$ cat src/rtl/team_grouped_queue_defines.svh
// Assertion macros for the grouped queue RTL.
// Taken in by the top level; relies on clk and rst_n being in scope.
`ifndef TEAM_GROUPED_QUEUE_DEFINES_SVH
`define TEAM_GROUPED_QUEUE_DEFINES_SVH

// Same-cycle implication, disabled while reset is held.
`define TGQ_ASSERT_IMPLIES(label, ante, cons, msg) \
  label: assert property (@(posedge clk) disable iff (!rst_n) (ante) |-> (cons)) \
    else $error(msg);

// Next-cycle implication, disabled while reset is held.
`define TGQ_ASSERT_NEXT(label, ante, cons, msg) \
  label: assert property (@(posedge clk) disable iff (!rst_n) (ante) |=> (cons)) \
    else $error(msg);

`endif

$ cat src/rtl/tgq_pkg.sv
// Shared types and constants of the grouped queue.
// No dependencies; used by tgq_ctrl, tgq_dpath, the top level and the testbench.
`default_nettype none

package tgq_pkg;

  localparam int ELEM_W       = 10;
  localparam int TEAM_W       = 5;
  localparam int NODE_W       = 10;
  localparam int CNT_W        = 11;
  localparam int NUM_ELEMENTS = 1024;
  localparam int NUM_TEAMS    = 32;
  localparam int CAPACITY     = 1024;

  // Item kinds
  localparam logic [1:0] KIND_ASSIGN  = 2'd0;
  localparam logic [1:0] KIND_ENQUEUE = 2'd1;
  localparam logic [1:0] KIND_DEQUEUE = 2'd2;

  // Result status codes
  localparam logic [1:0] ST_ACCEPTED = 2'd0;
  localparam logic [1:0] ST_VALID    = 2'd1;
  localparam logic [1:0] ST_EMPTY    = 2'd2;
  localparam logic [1:0] ST_FULL     = 2'd3;

  typedef struct packed {
    logic [1:0]        kind;
    logic [ELEM_W-1:0] element;
    logic [TEAM_W-1:0] team;
  } tgq_in_t;

  typedef struct packed {
    logic [1:0]        status;
    logic [ELEM_W-1:0] value;
  } tgq_out_t;

  // Controller to datapath
  typedef struct packed {
    logic clear_step;
    logic load;
    logic commit;
  } tgq_cmd_t;

  // Datapath to controller
  typedef struct packed {
    logic clear_last;
    logic slot_free;
  } tgq_sts_t;

endpackage

`default_nettype wire

$ cat src/rtl/tgq_ctrl.sv
// Sequencer of the grouped queue: clearing pass, accept, write-back.
// Depends on tgq_pkg.
`default_nettype none

module tgq_ctrl (
  input  wire logic               clk,
  input  wire logic               rst_n,
  input  wire logic               in_valid,
  output logic                    in_ready,
  output tgq_pkg::tgq_cmd_t       cmd,
  input  wire tgq_pkg::tgq_sts_t  sts
);
  import tgq_pkg::*;

  typedef enum logic [1:0] {
    S_CLEAR,
    S_IDLE,
    S_WB
  } state_t;

  state_t state_r, state_nxt;

  always_comb begin
    cmd.clear_step = (state_r == S_CLEAR);
    cmd.load       = (state_r == S_IDLE) && in_valid;
    cmd.commit     = (state_r == S_WB) && sts.slot_free;
    in_ready       = (state_r == S_IDLE);
  end

  always_comb begin
    state_nxt = state_r;
    unique case (state_r)
      S_CLEAR: begin
        if (sts.clear_last) begin
          state_nxt = S_IDLE;
        end
      end
      S_IDLE: begin
        if (in_valid) begin
          state_nxt = S_WB;
        end
      end
      S_WB: begin
        // hold until the result register can take the outcome
        if (sts.slot_free) begin
          state_nxt = S_IDLE;
        end
      end
      default: state_nxt = S_CLEAR;
    endcase
  end

  always_ff @(posedge clk) begin
    if (!rst_n) begin
      state_r <= S_CLEAR;
    end else begin
      state_r <= state_nxt;
    end
  end

endmodule

`default_nettype wire

$ cat config.mk
export PLATFORM = sky130hd
export DESIGN_NAME = tgq_ctrl
export DESIGN_NICKNAME = d
export VERILOG_FILES = /design/src/rtl/team_grouped_queue_defines.svh /design/src/rtl/tgq_pkg.sv /design/src/rtl/tgq_ctrl.sv
export SDC_FILE = /design/constraint.sdc
export NUM_CORES = 1
export LEC_CHECK = 0
export BUFFER_PORTS_ARGS = -buffer_cell sky130_fd_sc_hd__buf_4
export CORE_AREA = 2 2 39 41
export DETAILED_ROUTE_END_ITERATION = 16
export DIE_AREA = 0 0 41 43
export PLACE_DENSITY = 0.36
export SYNTH_ARGS = -nofsm -noshare
export SYNTH_HDL_FRONTEND = slang
export SYNTH_SLANG_ARGS = --single-unit
$ cat constraint.sdc
create_clock -name clk -period 1.35 [get_ports clk]
set_input_delay 0.2025 -clock clk [delete_from_list [all_inputs] [get_ports clk]]
set_output_delay 0.2025 -clock clk [all_outputs]
set_load 0.005 [all_outputs]
==> impl_metrics.toml, run 1 <==
[power]
power_density_nw_per_um2 = 1130
ir_drop_v = 0.000198
power.leakage_nw = 0.107

[global_routing]
gr-total-overflow = 0
grt_max_degree = 8
grt_pass1_vias = 138
grt_use_total = 0.0501
use_met3 = 0.0419
grt_most_used_layer = "met4"
grt_use_met2 = 0.0406
use_met1 = 0.0543
antenna_found_initial = 0
grt_first_pass_wirelength_um = 496

[critical_path]
path_cells = "and3b_2 -> buf_4"
critPathLaunchType = "flip-flop"
r2r-end = "state_r[0]$_SDFFE_PN0P_"
endpoint_kind = "output port"
r2r_slack_ns = 0.31
rr_startpoint = "state_r[1]$_SDFFE_PN0P_"
critPathKind = "reg -> out"
crit_arrival_ns = 1.01
cpPeakStageDelay_ns = 0.41
required_ns = 1.15
r2r_cells = 2
worstPathMaxFanout = 7
critPathLaunch = "state_r[1]$_SDFFE_PN0P_"
cpMaxStageDelayCell = "dfxtp_1"

[worst_hold_path]
holdCritStartpoint = "rst_n"
min_path_type = "in -> reg"
hold_depth = 2
holdPathEnd = "state_r[1]$_SDFFE_PN0P_"

[timing]
setup_ws_ns = 0.133
max_freq_mhz = 822
fin_crit_sh = 0.902
fin_tns_setup_ns = 0
grt_setup_unrepaired = "no"
hold_violations = 0
skew_ns = 0.00522
max_slew_margin = 0.863
fin_crit_ns = 1.22
finalSetupViolCount = 0
drv_slew = 0
tightest_slew_ns = 0.206

[finish]
largest_reg_flops = 2
reg_top3 = "state_r (2)"
layout-drive-gt1-share = 0.609
area_delta_synth_final_pct = 89.1
largest_register = "state_r"
antenna_cells = 0
nNetsFinal = 30

[logic_synthesis]
yosysTopAreaCellShare = 0.348
synth_nets = 17
syn_area_um2 = 115
yosys.cell_types.count = 10
synth_area_leaders = "dfxtp_1 (35%), mux2_4 (13%), and3b_2 (8.7%), o211a_1 (8.7%), and2b_2 (7.6%)"
synth_cells = 12
synth.avg_cell_area_um2 = 9.59
yosysSeqAreaShare = 0.348
yosys.area.top_type = "dfxtp_1"
ys_ff_latch = 2
synth_common_cells = "dfxtp_1 (2), nor2_1 (2)"
synth-edff-count = 0
yosys_warnings = 0
async_flop_share = 0
synth_flop_cell = "dfxtp_1"

[clocking]
ctsHtreeMaxLevel = 1
cts_tree = "yes"
ctsHoldBuffers = 0
root_buffer = "clkbuf_4"
clk_pin_slew_ns = 0.03
cts_setup_buffers = 0
numCtsBuffers = 3
clock_latency_ns = 0.22
clock-sinks = 2
cts_buffer_depth = 2
cts_resized = 0

[job]
max-cap-violations = 0

[floorplanning]
core_um2 = 1380
start_util = 0.0832
fp.dieH_um = 43
die_area_um2 = 1760
rows = 14
ioPinCount = 9
die_w_um = 41

[route]
vias = 122
drtAntennaViolNets = 0
initialDrtViolationCount = 1
routed_wl_um = 333
wire_per_inst_um = 8.54
viasPerCell = 3.13
dr.pass1.iters = 2
route.detailed.drc = 0

[place]
place_ws_ns = 0.311
place.gp.congestion = 0.624
io_buffers = 8

[run_status]
outcome = "completed"
==> cell usage in the layout, fill, tap and decap left out, drive strengths merged <==
cell type	n
clkbuf	3
and3b	1
and2b	1
dfxtp	2
nand2	1
mux2	1
o211a	1
nor2	2
o21ai	1
o21a	1
buf	8
nor3b	1
==> per-stage QoR <==
stage | instance area (um^2) | power, W | utilization | hold slack [ns] | cells
2_1_floorplan | 115 | 0.0000878 | - | 0.320 | 12
4_1_cts | 218 | 0.000255 | 0.157 | 0.191 | 39
5_1_grt | 218 | 0.000265 | 0.157 | 0.203 | 39
6_report | 218 | 0.000245 | 0.157 | 0.201 | 39
3_5_place_dp | 195 | 0.000115 | 0.141 | 0.424 | 36
3_3_place_gp | 195 | 0.000114 | 0.141 | 0.433 | 36
==> report_power, final <==
| group | total [W] | internal, W | switching (W) |
|---|---|---|---|
| clock network | 0.000131 | 0.0000980 | 0.0000328 |
| logic | 0.0000437 | 0.0000300 | 0.0000136 |
| registers | 0.0000708 | 0.0000640 | 0.00000670 |
==> layer usage <==
| metal | share of wire | vias up |
|---|---|---|
| li1 | - | 66 |
| met4 | 0 | 0 |
| met3 | 0.20 | 0 |
| met1 | 0.48 | 47 |
| met2 | 0.32 | 9 |
| met5 | 0 | - |
==> cells by family after synthesis <==
logic type	Yosys count	share of synthesized area
muxes	1	0.130
and+or+nand+nor	6	0.326
AOI/OAI and AO/OA	3	0.196
DFF	2	0.348
==> layout make-up <==
cell class,instances,area [um^2]
fill,150,1170
sequential,2,40.0
tap,16,20.0
timing repair buffer,8,60.1
clock buffer,3,22.5
multi-input combinational,10,75.1
==> how the worst max path moves through the flow <==
stage / slack, ns / end / cells after the start
floorplan: 0.36 / state_r[0]$_SDFFE_PN0P_ / 2
global placement: 0.33 / state_r[0]$_SDFFE_PN0P_ / 2
detailed placement: 0.31 / state_r[0]$_SDFFE_PN0P_ / 2
CTS: 0.13 / cmd[1] / 2
global route: 0.07 / cmd[1] / 2
finish: 0.13 / cmd[1] / 2
==> critical path: cells and delay by family (launching register included) <==
kind                   cells  cell delay, ns
AND/OR/NAND/NOR            1            0.25
buffers and inverters      1            0.13
flip-flops                 1            0.41
Power figures use the tool's default switching activity.
==> inputs of run 2 (changes only) <==
--- a/config.mk
+++ b/config.mk
@@ -10,6 +10,7 @@
 export DETAILED_ROUTE_END_ITERATION = 16
 export DIE_AREA = 0 0 41 43
 export PLACE_DENSITY = 0.36
+export SETUP_SLACK_MARGIN = 0.5
 export SYNTH_ARGS = -nofsm -noshare
 export SYNTH_HDL_FRONTEND = slang
 export SYNTH_SLANG_ARGS = --single-unit
==> impl_metrics.toml, run 2 (synthesis gave the netlist of run 1 again) <==
[run_status]
outcome = "completed"

[worst_hold_path]
holdCritStartpoint = "rst_n"
min_path_type = "in -> reg"
hold_depth = 2
holdPathEnd = "state_r[1]$_SDFFE_PN0P_"

[power]
power.leakage_nw = 0.121
ir_drop_v = 0.000324
power_density_nw_per_um2 = 999

[place]
dp_hpwl_um = 249
place_ws_ns = 0.378
io_buffers = 8
place.gp.congestion = 0.626

[finish]
largest_reg_flops = 2
reg_top3 = "state_r (2)"
final_cell_mix = "buf_4 (8), clkbuf_4 (3), nor2_2 (2), buf_6 (2), dfxtp_4 (2)"
layout-drive-gt1-share = 0.800
nNetsFinal = 32
area_delta_synth_final_pct = 120
final_common_cell = "buf_4"
largest_register = "state_r"
antenna_cells = 0

[timing]
max_freq_mhz = 904
fin_crit_sh = 0.819
grt_setup_unrepaired = "yes"
skew_ns = 0.00131
fin_crit_ns = 1.11
whs_ns = 0.205
setup_ws_ns = 0.244
drv_slew = 0
max_slew_margin = 0.891
hold_violations = 0
finalSetupViolCount = 0
tightest_slew_ns = 0.163
fin_tns_setup_ns = 0

[critical_path]
endpoint_kind = "output port"
rr_startpoint = "state_r[1]$_SDFFE_PN0P_"
critPathKind = "reg -> out"
r2r_cells = 3
critPathLaunchType = "flip-flop"
path_cells = "and3b_2 -> buf_6"
worstPathMaxFanout = 7
cpMaxStageDelayCell = "dfxtp_4"
cpPeakStageDelay_ns = 0.35
required_ns = 1.15
r2r_slack_ns = 0.29
r2r-end = "state_r[0]$_SDFFE_PN0P_"
crit_arrival_ns = 0.90

[clocking]
cts_tree = "yes"
ctsHoldBuffers = 0
numCtsBuffers = 3
root_buffer = "clkbuf_4"
ctsHtreeMaxLevel = 1
clock-sinks = 2
clk_pin_slew_ns = 0.03
cts_buffer_depth = 2
clock_latency_ns = 0.22

[global_routing]
grt_pass1_vias = 135
grt_use_met2 = 0.0406
grt_first_pass_wirelength_um = 483
grt_use_total = 0.0470
gr-total-overflow = 0
antenna_found_initial = 0
use_met3 = 0.0314
use_met1 = 0.0605
grt_most_used_layer = "met1"
grt_max_degree = 8

[floorplanning]
die_area_um2 = 1760
rows = 14
fp.dieH_um = 43
start_util = 0.0832
core_um2 = 1380
ioPinCount = 9
die_w_um = 41

[route]
route.detailed.drc = 0
initialDrtViolationCount = 1
routed_wl_um = 341
drtAntennaViolNets = 0
dr.pass1.iters = 2
wire_per_inst_um = 8.32
vias = 141
viasPerCell = 3.44

[job]
max-cap-violations = 0
==> run 2: area by class of cell <==
| type | instances | area, um^2 |
|---|---|---|
| Sequential cell | 2 | 47.5 |
| Timing Repair Buffer | 10 | 82.6 |
| Clock buffer | 3 | 22.5 |
| Fill cell | 156 | 1130 |
| Multi-Input combinational cell | 10 | 80.1 |
| Tap cell | 16 | 20.0 |
==> run 2: how the worst max path moves through the flow <==
stage                                    endpoint                    start
after global routing                       cmd[1]  state_r[1]$_SDFFE_PN0P_
after floorplan           state_r[0]$_SDFFE_PN0P_  state_r[1]$_SDFFE_PN0P_
after global placement    state_r[0]$_SDFFE_PN0P_  state_r[1]$_SDFFE_PN0P_
final                                      cmd[1]  state_r[0]$_SDFFE_PN0P_
after CTS                                  cmd[1]  state_r[1]$_SDFFE_PN0P_
after detailed placement  state_r[0]$_SDFFE_PN0P_  state_r[1]$_SDFFE_PN0P_
==> run 2: worst max-delay path, delay by kind of cell (launching register included) <==
kind | cells | cell delay (ns)
buffers and inverters | 1 | 0.11
DFF | 1 | 0.35
and+or+nand+nor | 1 | 0.21
==> run 2: power breakdown <==
part / leakage (nW) / internal (W) / switching, W / total, W
clock: 0.0138 / 0.0000977 / 0.0000303 / 0.000128
sequential: 0.0178 / 0.0000634 / 0.00000708 / 0.0000705
combinational: 0.0895 / 0.0000377 / 0.0000163 / 0.0000540
total: 0.121 / 0.000199 / 0.0000537 / 0.000252
==> run 2: layer usage <==
| layer | wire length (um) | share of wire | vias to the layer above |
|---|---|---|---|
| li1 | - | - | 70 |
| met1 | 190 | 0.56 | 62 |
| met2 | 109 | 0.32 | 9 |
| met3 | 40 | 0.12 | 0 |
| met4 | 0 | 0 | 0 |
| met5 | 0 | 0 | - |
==> run 2: what timing repair did <==
action / CTS / global route
endpoints found under the setup margin: 6 / 6
resized for setup: 6 / 1
hold endpoints to repair: 0 / 0
pin swaps: 1 / 0
buffers inserted: 2 / 0
==> run 2: per-stage QoR <==
step | utilization | power, W | instance area [um^2] | std cells
3_5_place_dp | 0.142 | 0.000115 | 196 | 36
4_1_cts | 0.181 | 0.000262 | 250 | 41
5_1_grt | 0.183 | 0.000274 | 253 | 41
2_1_floorplan | - | 0.0000881 | 116 | 12
6_report | 0.183 | 0.000252 | 253 | 41
3_3_place_gp | 0.142 | 0.000114 | 196 | 36
==> inputs of run 3 (changes only) <==
==> constraint.sdc (replaced) <==
create_clock -name clk -period 1.1 [get_ports clk]
set_input_delay 0.165 -clock clk [delete_from_list [all_inputs] [get_ports clk]]
set_output_delay 0.165 -clock clk [all_outputs]
set_load 0.005 [all_outputs]
==> impl_metrics.toml, run 3 (synthesis gave the netlist of run 1 again) <==
[floorplanning]
rows = 14
fp.dieH_um = 43
core_um2 = 1380
die_w_um = 41
ioPinCount = 9
start_util = 0.0832
die_area_um2 = 1760

[critical_path]
endpoint_kind = "flip-flop"
cpMaxStageDelayCell = "dfxtp_4"
path_cells = "buf_4 -> mux2_4 -> o211a_1"
critPathLaunchType = "flip-flop"
critPathKind = "reg -> reg"
required_ns = 1.21
crit_arrival_ns = 1.20
cpPeakStageDelay_ns = 0.35
worstPathMaxFanout = 7

[clocking]
clk_pin_slew_ns = 0.03
clock-sinks = 2
root_buffer = "clkbuf_4"
ctsHtreeMaxLevel = 1
ctsHoldBuffers = 0
cts_buffer_depth = 2
clock_latency_ns = 0.22
cts_tree = "yes"
numCtsBuffers = 3

[route]
routed_wl_um = 326
vias = 129
route.detailed.drc = 0
viasPerCell = 3.23
initialDrtViolationCount = 4
drtAntennaViolNets = 0
wire_per_inst_um = 8.15
dr.pass1.iters = 3

[finish]
reg_top3 = "state_r (2)"
largest_register = "state_r"
final_common_cell = "buf_4"
area_delta_synth_final_pct = 107
seqCellArea_um2 = 45.0
final_cell_mix = "buf_4 (7), clkbuf_4 (3), nor2_1 (2), buf_6 (2)"
final_cell_area_um2 = 238
antenna_cells = 0
largest_reg_flops = 2
nFillCells = 157
multiInputGateArea_um2 = 75.1
nNetsFinal = 31
layout-drive-gt1-share = 0.708

[worst_hold_path]
min_path_type = "in -> reg"

[power]
power.leakage_nw = 0.116
p_sw_w = 0.0000652
power_density_nw_per_um2 = 1290
power_frac_comb = 0.198
clkPwrFrac = 0.520
p_int_w = 0.000241
ir_drop_v = 0.000430
sw_frac_of_total = 0.213
power_w = 0.000306
seq_power_share = 0.282

[timing]
grt_setup_unrepaired = "yes"
finalSetupViolCount = 0
skew_ns = 0.000860
drv_slew = 0
max_freq_mhz = 918
fin_tns_setup_ns = 0
fin_crit_sh = 0.990
max_slew_margin = 0.903
tightest_slew_ns = 0.145
fin_crit_ns = 1.09
hold_violations = 0
whs_ns = 0.173

[global_routing]
grt_max_degree = 8
grt_pass1_vias = 145
grt_use_total = 0.0511
gr-total-overflow = 0
antenna_found_initial = 0
grt_first_pass_wirelength_um = 565

[place]
io_buffers = 8
place.gp.congestion = 0.607
place_area_um2 = 196
dp_hpwl_um = 231

[job]
max-cap-violations = 0

[run_status]
outcome = "completed"
-- run 3: worst paths after layout --
| path | start | endpoint | slack (ns) | depth (start not counted) |
|---|---|---|---|---|
| hold / removal | rst_n | state_r[1]$_SDFFE_PN0P_ | 0.17 | 2 |
| hold reg to reg | state_r[0]$_SDFFE_PN0P_ | state_r[0]$_SDFFE_PN0P_ | 0.53 | 1 |
| setup reg to reg | state_r[1]$_SDFFE_PN0P_ | state_r[0]$_SDFFE_PN0P_ | 0.01 | 3 |
| setup / recovery | state_r[1]$_SDFFE_PN0P_ | state_r[0]$_SDFFE_PN0P_ | 0.01 | 3 |
-- run 3: metal layers --
metal | global-route usage | part of all wire
met5 | 0 | 0
met4 | 0.0600 | 0
met3 | 0.0157 | 0.14
met2 | 0.0500 | 0.35
met1 | 0.0732 | 0.51
-- run 3: critical path: cells and delay by family, from the launching register on --
kind | cells | cell delay (ns)
mux | 1 | 0.28
buf+inv | 1 | 0.13
compound gates | 1 | 0.21
flops | 1 | 0.35
-- run 3: layout make-up --
class / count / area share
Timing Repair Buffer: 9 / 0.316
Sequential cell: 2 / 0.189
Tap cell: 16 / 0.0842
Clock buffer: 3 / 0.0947
Multi-Input combinational cell: 10 / 0.316
-- run 3: through the flow --
step,std cells,setup WS [ns],util
floorplan,12,0.157,-
global placement,36,0.139,0.142
detailed placement,36,0.125,0.142
CTS,40,0.00815,0.172
global route,40,-0.0275,0.172
finish,40,0.0113,0.172
-- run 3: timing repair --
item                                   in CTS  in global routing
buffers inserted                            1                  0
setup endpoints to repair                   6                  6
gates resized for setup                     4                  0
pin swaps                                   3                  3
endpoints found under the hold margin       0                  0
-- run 3: power groups by stage --
| stage | Clock [W] | Combinational [W] | Sequential (W) |
|---|---|---|---|
| floorplan | 0 | 0.0000217 | 0.0000862 |
| finish | 0.000159 | 0.0000607 | 0.0000862 |
| global route | 0.000181 | 0.0000672 | 0.0000885 |
| global placement | 0 | 0.0000520 | 0.0000876 |
| CTS | 0.000171 | 0.0000614 | 0.0000863 |
| detailed placement | 0 | 0.0000533 | 0.0000882 |
